### src/hdl/scl2x_pkg.sv
// shared types and constants for the scale2x pixel upscaler
// no dependencies; imported by every module of the block

package scl2x_pkg;

	// geometry of the line stores and field widths
	localparam int MaxWidth   = 1024;
	localparam int ColW       = $clog2(MaxWidth);
	localparam int PixW       = 32;
	localparam int RowW       = 12;
	localparam int WidthRegW  = 11;
	localparam int HeightRegW = 12;
	localparam int CfgDataW   = 12;

	// register reset values
	localparam logic [WidthRegW-1:0]  FrameWidthReset  = 11'd1024;
	localparam logic [HeightRegW-1:0] FrameHeightReset = 12'd768;

	typedef logic [PixW-1:0]     pixel_t;
	typedef logic [ColW-1:0]     col_t;
	typedef logic [RowW-1:0]     row_t;
	typedef logic [CfgDataW-1:0] cfg_data_t;

	// input word kinds
	typedef enum logic {
		OP_PIXEL = 1'b0,
		OP_DRAIN = 1'b1
	} opcode_t;

	// configuration register indexes
	typedef enum logic {
		REG_FRAME_WIDTH  = 1'b0,
		REG_FRAME_HEIGHT = 1'b1
	} cfg_idx_t;

	// input word
	typedef struct packed {
		opcode_t opcode;
		pixel_t  pixel_in;
	} in_word_t;

	// output word
	typedef struct packed {
		pixel_t top_left;
		pixel_t top_right;
		pixel_t bottom_left;
		pixel_t bottom_right;
		row_t   src_row;
		col_t   src_col;
		logic   frame_last;
	} out_word_t;

	// per-word job handed from the sequencer to the blend stage
	typedef struct packed {
		logic emit;
		logic has_above;
		logic use_left;
		logic use_right;
		logic drain;
		logic last;
		row_t row;
		col_t col;
	} job_t;

	// line store read data as seen by the blend stage
	typedef struct packed {
		pixel_t e;
		pixel_t f;
		pixel_t b;
	} rd_t;

	// write-back into the older line store
	typedef struct packed {
		logic   wr;
		col_t   col;
		pixel_t data;
	} wb_t;

	// blend stage flow status
	typedef struct packed {
		logic ready;
		logic adv;
	} kern_st_t;

endpackage

### src/hdl/scl2x_kernel.sv
// blend stage: neighbour selection, scale2x rules and the output register
// depends on scl2x_pkg; read data comes from scl2x_line_stores

module scl2x_kernel import scl2x_pkg::*; (
	input  logic      clk,
	input  logic      arst_n,
	input  logic      go,
	input  job_t      job,
	input  pixel_t    pix,
	input  rd_t       rd,
	input  logic      out_stall,
	output wb_t       wb,
	output kern_st_t  st,
	output logic      out_valid,
	output out_word_t out_word
);

	logic      s1_valid_q;
	job_t      job_s1;
	pixel_t    pix_s1;
	pixel_t    prev_e_q;
	logic      out_valid_q;
	out_word_t out_word_q;
	logic      adv;
	pixel_t    e;
	pixel_t    b;
	pixel_t    d;
	pixel_t    f;
	pixel_t    h;
	pixel_t    tl;
	pixel_t    tr;
	pixel_t    bl;
	pixel_t    br;

	// stage moves on unless its word needs a full, stalled output register
	assign adv      = s1_valid_q && (!job_s1.emit || !out_valid_q || !out_stall);
	assign st.adv   = adv;
	assign st.ready = !s1_valid_q || adv;

	// neighbours, edge pixels replaced by the centre
	always_comb begin
		e = rd.e;
		b = job_s1.has_above ? rd.b : e;
		f = job_s1.use_right ? rd.f : e;
		d = job_s1.use_left ? prev_e_q : e;
		h = job_s1.drain ? e : pix_s1;
	end

	// scale2x rules
	always_comb begin
		tl = e;
		tr = e;
		bl = e;
		br = e;
		if ((b != h) && (d != f)) begin
			if (d == b) tl = d;
			if (b == f) tr = f;
			if (d == h) bl = d;
			if (h == f) br = f;
		end
	end

	// centre goes back to the older line store as the stage moves on
	assign wb.wr   = adv;
	assign wb.col  = job_s1.col;
	assign wb.data = e;

	// stage control
	always_ff @(posedge clk or negedge arst_n) begin
		if (!arst_n) begin
			s1_valid_q <= 1'b0;
		end else if (go) begin
			s1_valid_q <= 1'b1;
		end else if (adv) begin
			s1_valid_q <= 1'b0;
		end
	end

	// stage payload and left-neighbour register
	always_ff @(posedge clk) begin
		if (go) begin
			job_s1 <= job;
			pix_s1 <= pix;
		end
		if (adv) begin
			prev_e_q <= e;
		end
	end

	// output register valid
	always_ff @(posedge clk or negedge arst_n) begin
		if (!arst_n) begin
			out_valid_q <= 1'b0;
		end else if (adv && job_s1.emit) begin
			out_valid_q <= 1'b1;
		end else if (!out_stall) begin
			out_valid_q <= 1'b0;
		end
	end

	// output register payload
	always_ff @(posedge clk) begin
		if (adv && job_s1.emit) begin
			out_word_q.top_left     <= tl;
			out_word_q.top_right    <= tr;
			out_word_q.bottom_left  <= bl;
			out_word_q.bottom_right <= br;
			out_word_q.src_row      <= job_s1.row;
			out_word_q.src_col      <= job_s1.col;
			out_word_q.frame_last   <= job_s1.last;
		end
	end

	assign out_valid = out_valid_q;
	assign out_word  = out_word_q;

endmodule

### config.mk
export PLATFORM = sky130hd
export DESIGN_NAME = scl2x_kernel
export DESIGN_NICKNAME = d
export VERILOG_FILES = /design/src/hdl/scl2x_pkg.sv /design/src/hdl/scl2x_kernel.sv
export SDC_FILE = /design/constraint.sdc
export NUM_CORES = 1
export LEC_CHECK = 0
export BUFFER_PORTS_ARGS = -buffer_cell sky130_fd_sc_hd__buf_2
export CORE_ASPECT_RATIO = 1.2
export CORE_MARGIN = 2
export CORE_UTILIZATION = 35
export DETAILED_ROUTE_END_ITERATION = 8
export GPL_TIMING_DRIVEN = 0
export PLACE_DENSITY = 0.57
export SETUP_SLACK_MARGIN = 0.15
export SLEW_MARGIN = 5
export SYNTH_ARGS = -nofsm -noshare
export SYNTH_HDL_FRONTEND = slang
export SYNTH_SLANG_ARGS = --single-unit
### constraint.sdc
create_clock -name clk -period 16.2 [get_ports clk]
set_input_delay 3.24 -clock clk [delete_from_list [all_inputs] [get_ports clk]]
set_output_delay 3.24 -clock clk [all_outputs]
set_load 0.01 [all_outputs]
==> reports/results.ini <==
[yosys]
synth_cell_types=63
synth_area_leader_cell=edfxtp_1
async_flop_share_pct=0.816
synth_flop_cell=edfxtp_1
synth_cells=1354
syn_area_per_cell_sq_um=11.6
syn_nets=1514
synth_area_leaders=edfxtp_1, xnor2_1, xor2_1
ys_warn_count=0
yosysMostFrequentCell=edfxtp_1
synthesis.area_sq_mm=0.0156
ys_ff_latch=245
synth_common_cells=edfxtp_1, xnor2_1, xor2_1, clkbuf_1, mux2_2
seq_area_frac_synth_pct=47.0
synth_edf_count=243
synth_top_area_share_pct=46.6

[clocking]
cts_root_buf=clkbuf_16
cts_tree=yes
clockBufferDepth=3
h-tree-depth=1
numCtsBuffers=25
post_cts_buffers=0
cts_hold_buffers=0
cts.sinks=245
clkTransAtPathRegs_ps=60
clk_latency_ps=550
cts.repair.resized=0

[drt]
vias=12887
wire_per_inst_um=31.3
routed_wl_um=71700
remaining_drc_errors=0
avgViaCountPerCell=5.62
drtIter0Drc=994
drtPass1Iterations=5
ant_nets=0

[sta]
period_share_pct=47.7
tightest_slew_ps=1270
max_freq_mhz=129
fin_ws_ps=8470
finalHoldViolations=0
relSlewSlack_pct=15.4
rsz0062_at_grt=false
report.final.slew_viol_count=0
setup_viol=0
fin_crit_ps=7730
finClkSkew_ps=14.2
setup_tns_ps=0

[global_routing]
grt_pass1_wl_um=98600
gr-total-overflow=0
grt.total_usage_pct=30.3
grt_pass1_vias=12942
antenna_found_initial=2
grt_max_degree=36

[worst_setup_path]
max_stage_delay_ps=750
crit_fanout=18
critPathLaunch=out_stall
cp_slowest_cell=a31oi_4
r2r-start=job_s1[26]
worstPathRequired_ps=12960
crit_path_end_kind=output pin
path_cells=buf_2 -> a31oi_4 -> buf_4 -> buf_2
cp.arrival_ps=4490
worstSetupStartpointType=input port
critPathKind=in -> out
crit_top_cell=buf_2

[placed_design]
place.gp.congestion=0.969
port_buffers=326
hpwlAfterDp_um=56100
pre_cts_slack_ps=8240

[worst_hold_path]
worstHoldPathType=reg -> reg
min_from=job_s1[17]

[flow_run]
cap_violations=0

[power]
swShare_pct=31.8
intPower_w=0.00121
power_density_mw_per_mm2=94.0
combPwrFrac_pct=25.9
switchingPower_w=0.000565
ir_worst_vdd_mv=0.0766
pwr-share-seq_pct=43.1
p_leak_nw=7.32
p_clk_share_pct=31.0

[die]
dieArea_sq_mm=0.0464
die_height_um=236
ios=357
coreArea_sq_mm=0.0439
die_w_um=197
initial_utilization_pct=35.6
num_rows=84

[finish]
drive_gt1_share_pct=34.1
area_delta_synth_final_pct=20.9
final_net_count=1874

[outcome]
outcome=finished clean

path summary, 6_finish.rpt:
check	cells after the start	slack [ps]	to
worst max-delay path	4	8470	wb[42]
worst min-delay path	0	420	out_word[18]
worst max register to register	11	11020	out_word[91]
worst min register to register	0	420	out_word[18]
max in group asynchronous	1	13620	s1_valid_q
min in group asynchronous	1	2470	out_valid
final cells by class:
| type | instances | area (sq um) |
|---|---|---|
| antenna | 1 | 2.50 |
| buffer | 196 | 986 |
| clock buffer | 35 | 683 |
| clock inverter | 10 | 76.3 |
| fill | 4343 | 25000 |
| inverter | 40 | 150 |
| multi-input combinational | 873 | 7190 |
| sequential | 245 | 7350 |
| tap | 559 | 699 |
| timing repair buffer | 333 | 1790 |
sequential cells by signal (all words and copies together), names as in the netlist:
| name | cells |
|---|---|
| out_word | 151 |
| job_s1 | 18 |
| out_valid | 1 |
| s1_valid_q | 1 |
| wb | 10 |
| prev_e_q | 32 |
| pix_s1 | 32 |
cells in the final DEF (no fill, tap or decap), types with 20 or more instances in the layout:
cell type and instances:
a21oi_1 31, a221oi_1 24, a22oi_1 22, buf_2 354
buf_4 47, clkbuf_1 111, clkbuf_16 25, edfxtp_1 243
inv_1 37, mux2_2 90, mux2_4 28, mux2i_1 65
nand2_1 31, nand3_1 20, nand4_1 34, nor2_1 37
nor4_1 23, o21ai_0 40, o221ai_1 24, o22ai_1 26
xnor2_1 157, xor2_1 125
layer usage:
metal  share of wire [%]  track usage (%)
met5               0.022                0
met4                 5.9             15.6
met1                  41             39.4
met2                  46             49.0
met3                 6.3             4.27
critical path: cells and delay by family:
kind,cells,cell delay (ps)
compound gates,1,750
buf+inv,3,490
power by group through the flow:
stage / Clock [W] / Combinational [W] / Sequential (W)
final: 0.000552 / 0.000460 / 0.000767
after CTS: 0.000563 / 0.000451 / 0.000767
after global routing: 0.000587 / 0.000479 / 0.000770
after detailed placement: 0 / 0.000449 / 0.000780
after floorplan: 0 / 0.000235 / 0.000794
after global placement: 0 / 0.000443 / 0.000791
kinds of logic (layout without fill, tap and decap cells):
family                 count (synthesis)  after routing  synth area share [%]
buffers and inverters                236            614                  7.26
AO/OA/AOI/OAI                        226            226                  10.3
XOR/XNOR                             282            282                  15.8
other                                  0              1                     0
multiplexers                         186            186                  13.6
flip-flops                           245            245                  47.0
AND/OR/NAND/NOR                      179            179                  6.03
through the flow:
| step | total power (W) | std cells | instance area, sq um | hold WS (ps) | util [%] |
|---|---|---|---|---|---|
| after floorplan | 0.00103 | 1354 | 15600 | 400 | - |
| after global placement | 0.00123 | 2239 | 18000 | 402 | 40.9 |
| after detailed placement | 0.00123 | 2246 | 18200 | 406 | 41.3 |
| after CTS | 0.00178 | 2291 | 18900 | 419 | 43.1 |
| after global routing | 0.00184 | 2291 | 18900 | 427 | 43.1 |
| final | 0.00178 | 2292 | 18900 | 420 | 43.1 |
Note: power is estimated with default switching activity, not from simulation.
