[src/hdl/scl2x_pkg.sv]
// shared types and constants for the scale2x pixel upscaler
// no dependencies; imported by every module of the block

package scl2x_pkg;

	// geometry of the line stores and field widths
	localparam int MaxWidth   = 1024;
	localparam int ColW       = $clog2(MaxWidth);
	localparam int PixW       = 32;
	localparam int RowW       = 12;
	localparam int WidthRegW  = 11;
	localparam int HeightRegW = 12;
	localparam int CfgDataW   = 12;

	// register reset values
	localparam logic [WidthRegW-1:0]  FrameWidthReset  = 11'd1024;
	localparam logic [HeightRegW-1:0] FrameHeightReset = 12'd768;

	typedef logic [PixW-1:0]     pixel_t;
	typedef logic [ColW-1:0]     col_t;
	typedef logic [RowW-1:0]     row_t;
	typedef logic [CfgDataW-1:0] cfg_data_t;

	// input word kinds
	typedef enum logic {
		OP_PIXEL = 1'b0,
		OP_DRAIN = 1'b1
	} opcode_t;

	// configuration register indexes
	typedef enum logic {
		REG_FRAME_WIDTH  = 1'b0,
		REG_FRAME_HEIGHT = 1'b1
	} cfg_idx_t;

	// input word
	typedef struct packed {
		opcode_t opcode;
		pixel_t  pixel_in;
	} in_word_t;

	// output word
	typedef struct packed {
		pixel_t top_left;
		pixel_t top_right;
		pixel_t bottom_left;
		pixel_t bottom_right;
		row_t   src_row;
		col_t   src_col;
		logic   frame_last;
	} out_word_t;

	// per-word job handed from the sequencer to the blend stage
	typedef struct packed {
		logic emit;
		logic has_above;
		logic use_left;
		logic use_right;
		logic drain;
		logic last;
		row_t row;
		col_t col;
	} job_t;

	// line store read data as seen by the blend stage
	typedef struct packed {
		pixel_t e;
		pixel_t f;
		pixel_t b;
	} rd_t;

	// write-back into the older line store
	typedef struct packed {
		logic   wr;
		col_t   col;
		pixel_t data;
	} wb_t;

	// blend stage flow status
	typedef struct packed {
		logic ready;
		logic adv;
	} kern_st_t;

endpackage

[src/hdl/scl2x_ctrl.sv]
// raster sequencer: configuration registers, column/row counters, drain phase
// depends on scl2x_pkg

module scl2x_ctrl import scl2x_pkg::*; (
	input  logic      clk,
	input  logic      arst_n,
	input  logic      cfg_we,
	input  cfg_idx_t  cfg_index,
	input  cfg_data_t cfg_data,
	input  logic      take,
	input  opcode_t   opcode,
	output logic      go,
	output job_t      job
);

	logic [WidthRegW-1:0]  frame_width_q;
	logic [WidthRegW-1:0]  w_eff;
	logic [HeightRegW-1:0] frame_height_q;
	logic [HeightRegW-1:0] h_eff;
	col_t                  in_col_q;
	row_t                  in_row_q;
	logic                  draining_q;
	logic                  row_end;
	logic                  frame_end;
	logic [RowW:0]         row_inc;

	// effective geometry with out-of-range values clamped
	always_comb begin
		if (frame_width_q == '0) begin
			w_eff = WidthRegW'(1);
		end else if (frame_width_q > WidthRegW'(MaxWidth)) begin
			w_eff = WidthRegW'(MaxWidth);
		end else begin
			w_eff = frame_width_q;
		end
		h_eff = (frame_height_q == '0) ? HeightRegW'(1) : frame_height_q;
	end

	// row and frame end detection
	assign row_end   = (WidthRegW'(in_col_q) + WidthRegW'(1)) >= w_eff;
	assign row_inc   = {1'b0, in_row_q} + {{RowW{1'b0}}, 1'b1};
	assign frame_end = row_inc >= {1'b0, h_eff};

	// word kind must match the phase, otherwise it is dropped
	assign go = take && (opcode == (draining_q ? OP_DRAIN : OP_PIXEL));

	// job description for the word being taken
	always_comb begin
		job.emit      = draining_q || (in_row_q != '0);
		job.has_above = draining_q ? (in_row_q != '0) : (in_row_q > RowW'(1));
		job.use_left  = in_col_q != '0;
		job.use_right = !row_end;
		job.drain     = draining_q;
		job.last      = draining_q && row_end;
		job.row       = draining_q ? in_row_q : in_row_q - RowW'(1);
		job.col       = in_col_q;
	end

	// configuration registers
	always_ff @(posedge clk or negedge arst_n) begin
		if (!arst_n) begin
			frame_width_q  <= FrameWidthReset;
			frame_height_q <= FrameHeightReset;
		end else if (cfg_we) begin
			case (cfg_index)
				REG_FRAME_WIDTH:  frame_width_q  <= cfg_data[WidthRegW-1:0];
				REG_FRAME_HEIGHT: frame_height_q <= cfg_data[HeightRegW-1:0];
				default: ;
			endcase
		end
	end

	// raster position and drain phase
	always_ff @(posedge clk or negedge arst_n) begin
		if (!arst_n) begin
			in_col_q   <= '0;
			in_row_q   <= '0;
			draining_q <= 1'b0;
		end else if (go) begin
			if (row_end) begin
				in_col_q <= '0;
				if (draining_q) begin
					in_row_q   <= '0;
					draining_q <= 1'b0;
				end else if (frame_end) begin
					draining_q <= 1'b1;
				end else begin
					in_row_q <= row_inc[RowW-1:0];
				end
			end else begin
				in_col_q <= in_col_q + ColW'(1);
			end
		end
	end

endmodule

[config.mk]
export PLATFORM = sky130hd
export DESIGN_NAME = scl2x_ctrl
export DESIGN_NICKNAME = d
export VERILOG_FILES = /design/src/hdl/scl2x_pkg.sv /design/src/hdl/scl2x_ctrl.sv
export SDC_FILE = /design/constraint.sdc
export NUM_CORES = 1
export LEC_CHECK = 0
export ABC_AREA = 1
export BUFFER_PORTS_ARGS = -buffer_cell sky130_fd_sc_hd__clkbuf_2
export CAP_MARGIN = 40
export CELL_PAD_IN_SITES_DETAIL_PLACEMENT = 1
export CELL_PAD_IN_SITES_GLOBAL_PLACEMENT = 2
export CORE_AREA = 4 4 104 106
export CTS_CLUSTER_SIZE = 12
export DETAILED_ROUTE_END_ITERATION = 7
export DIE_AREA = 0 0 108 110
export PLACE_DENSITY_LB_ADDON = 0.2
export SETUP_SLACK_MARGIN = 0.3
export SYNTH_ARGS = -nofsm -noshare
export SYNTH_HDL_FRONTEND = slang
export SYNTH_SLANG_ARGS = --single-unit
export TNS_END_PERCENT = 5
[constraint.sdc]
create_clock -name clk -period 5 [get_ports clk]
set_clock_uncertainty 0.2 [all_clocks]
set_input_delay 0.25 -clock clk [delete_from_list [all_inputs] [get_ports clk]]
set_output_delay 0.25 -clock clk [all_outputs]
set_load 0.1 [all_outputs]
==> flow_metrics.py <==
metrics = {
    "setup_path": {
        "worstSetupStartpointType": "flop",
        "critPathBufInv": 4,
        "rrSetupSlack_ns": 1.71,
        "crit_arrival_ns": 3.22,
        "critPathTopFamily": "simple AND/OR/NAND/NOR gates",
        "r2r_cells": 17,
        "worstReg2RegEnd": "in_row_q[7]$_DFFE_PN0P_",
        "worstReg2RegStart": "in_col_q[0]$_DFFE_PN0P_",
        "path_cells": "inv_1 > nor3_1 > nor3b_1 > xor2_1 > inv_1 > ha_1 > nand2_1 > inv_1 > nand2_1 > nor2_1 > nand2_1 > nand3_1 > nor2_4 > nor2_1 > clkbuf_2",
        "cp_num_cells": 15,
        "critPathSlowestCell": "dfrtp_1",
        "crit_start": "in_col_q[0]$_DFFE_PN0P_",
        "end_kind": "output port",
        "cp_data_required_time_ns": 4.55,
        "crit_path_end": "job[22]",
        "crit_path_max_incr_delay_ns": 0.50,
        "cp_max_fo": 8,
        "crit_type": "flop to output port",
    },
    "floorplanning": {
        "initial_core_util": 0.348,
        "coreArea_um2": 9770,
        "die_x_um": 108,
        "die_y_um": 110,
        "ios": 47,
        "dieArea_um2": 11900,
        "fp-row-count": 36,
    },
    "finish": {
        "n_antenna_cell": 0,
        "drive_gt1_frac": 0.134,
        "syn2layout_area_growth_pct": 13.0,
        "final_nets": 575,
    },
    "logic_synthesis": {
        "synthesis.nets": 531,
        "synth_seq_cells": 46,
        "syn_area_um2": 3400,
        "synth_warnings": 0,
        "yosysUniqueCellTypes": 31,
        "synth_cells": 483,
        "avgSynthCellArea_um2": 7.04,
        "synth_sequential_area_ratio": 0.340,
    },
    "run_status": {
        "status": "finished, final reports clean",
    },
    "clocking": {
        "cts-buffers-inserted": 5,
        "clkLatencyLatePin_ns": 0.30,
        "cts_root_buffer": "clkbuf_8",
        "clock_sinks": 46,
        "clockBufferDepth": 2,
        "cts.reportedPaths.clkPinSlew_ns": 0.09,
        "cts_setup_buffers": 0,
        "cts_tree": "built",
        "htreeDepth": 2,
    },
    "timing": {
        "period_needed_ns": 3.67,
        "finalCritPeriodShare": 0.733,
        "max_freq_mhz": 273,
        "max_slew.worst_pin.slew_ns": 0.637,
        "setup-tns-final_ns": 0,
        "setup_viol_count_final": 0,
        "maxSlewHeadroom": 0.574,
        "rsz0062_at_grt": "no",
        "report.final.slew_viol_count": 0,
        "hold_violations": 0,
    },
    "route": {
        "via_count": 3112,
        "dr.pass1.iters": 4,
        "routed_via_density": 4.71,
        "drc": 0,
        "drt_iter0_drc": 67,
        "wl_per_cell_um": 13.5,
        "antenna_left": 0,
        "drt-total-wl_um": 8920,
    },
    "place": {
        "place.gp.congestion": 0.787,
        "numPortBuffers": 46,
        "dp_hpwl_um": 7330,
    },
    "global_routing": {
        "grt_usage": 0.165,
        "grt_start_max_net_pins": 47,
        "grt_first_pass_wirelength_um": 15800,
        "grt_overflow": 0,
        "antenna_found_initial": 0,
        "grt_pass1_vias": 3269,
    },
    "flow_run": {
        "max_cap_viol_count": 0,
    },
    "min_path": {
        "hold_path.class": "input port to flop",
    },
}
[stage by stage]
| stage | std cells | hold WS (ns) | utilization | setup slack [ns] | cell area [um2] |
|---|---|---|---|---|---|
| after global routing | 661 | 0.0289 | 0.393 | 1.04 | 3840 |
| after CTS | 661 | 0.0141 | 0.393 | 1.30 | 3840 |
| after floorplan | 483 | -0.246 | - | 0.352 | 3400 |
| after global placement | 651 | 0.190 | 0.383 | 1.75 | 3740 |
| final | 661 | 0.0212 | 0.393 | 1.33 | 3840 |
| after detailed placement | 651 | 0.186 | 0.383 | 1.67 | 3740 |
[kinds of logic after synthesis]
group	count (synthesis)	synth area share
fa+ha+maj	30	0.110
xor+xnor	20	0.0515
compound gates	49	0.0755
simple gates	243	0.311
flops	46	0.340
buf+inv	95	0.112
[registers in the layout (all words and copies together) (netlist names)]
register        flops
draining_q          1
frame_height_q     12
frame_width_q      11
in_col_q           10
in_row_q           12
[cells in the mapped netlist]
library cell	count	area (um2)
nand2_1	138	518
inv_1	76	285
dfrtp_1	43	1080
nor2_1	40	150
nand3_1	33	165
ha_1	30	375
o21ai_0	29	145
xor2_1	19	166
a21oi_1	10	50.1
inv_2	7	26.3
nor3_1	7	35.0
nor4_1	6	37.5
o21ai_1	6	30.0
clkbuf_1	5	18.8
nand4_1	5	31.3
nand2_2	4	25.0
buf_2	3	15.0
buf_4	3	22.5
dfstp_2	3	78.8
nand3b_1	3	22.5
nor2_2	2	12.5
o22ai_1	2	12.5
a41o_1	1	10.0
and2_1	1	6.26
buf_6	1	11.3
nor2_4	1	11.3
nor2_8	1	20.0
nor3_4	1	16.3
nor3b_1	1	7.51
o2111ai_1	1	8.76
xnor2_1	1	8.76
[how the worst min path moves through the flow]
| stage | start | slack (ns) | endpoint | cells past startpoint |
|---|---|---|---|---|
| CTS | cfg_data[2] | 0.01 | frame_height_q[2]$_DFFE_PN0P_ | 3 |
| global route | cfg_data[1] | 0.03 | frame_width_q[1]$_DFFE_PN0P_ | 3 |
| global placement | arst_n | 0.19 | frame_width_q[6]$_DFFE_PN0P_ | 2 |
| detailed placement | arst_n | 0.19 | frame_width_q[6]$_DFFE_PN0P_ | 2 |
| floorplan | arst_n | -0.25 | draining_q$_DFFE_PN0P_ | 0 |
| finish | cfg_data[2] | 0.02 | frame_height_q[2]$_DFFE_PN0P_ | 3 |
[worst register-to-register path, delay by kind of cell (launching register included)]
kind	cells	cell delay, ns
XOR/XNOR	1	0.25
adder cells (fa/ha/maj)	1	0.30
buffers and inverters	3	0.21
flip-flops	1	0.50
AND/OR/NAND/NOR	12	1.72
[layer usage]
layer | part of all wire | GRT usage | vias to the layer above
met4 | 0.024 | 0.0514 | 0
met5 | 0 | 0 | -
li1 | - | - | 1604
met2 | 0.44 | 0.271 | 49
met3 | 0.029 | 0.0227 | 13
met1 | 0.51 | 0.227 | 1446
[what timing repair did]
item,4_1_cts,5_1_grt
resized for setup,0,0
hold endpoints to repair,44,0
setup endpoints to repair,0,0
hold buffers,2,0
[area by class of cell]
class | count | area, um2
clock buffer | 8 | 80.1
sequential | 46 | 1150
timing repair buffer | 49 | 258
multi-input combinational | 342 | 1870
inverter | 83 | 312
tap | 133 | 166
fill | 1305 | 5930
[cell usage in the layout, fill, tap and decap left out, types with 2 or more instances in the layout]
master | netlist | final
o21ai_0 | 29 | 29
nand2_1 | 138 | 138
clkbuf_1 | 5 | 3
dfstp_2 | 3 | 3
nand3b_1 | 3 | 3
a21oi_1 | 10 | 10
dlygate4sd3_1 | 0 | 2
nand2_2 | 4 | 4
clkbuf_8 | 0 | 5
nand3_1 | 33 | 33
nor3_1 | 7 | 7
nor2_1 | 40 | 40
o21ai_1 | 6 | 6
dfrtp_1 | 43 | 43
ha_1 | 30 | 30
nand4_1 | 5 | 5
o22ai_1 | 2 | 2
nor4_1 | 6 | 6
nor2_4 | 1 | 2
clkbuf_2 | 0 | 46
inv_2 | 7 | 7
xor2_1 | 19 | 19
inv_1 | 76 | 76
Power is not shown: default switching activity piles up to over one toggle a cycle in this logic, so the estimate is an artifact.
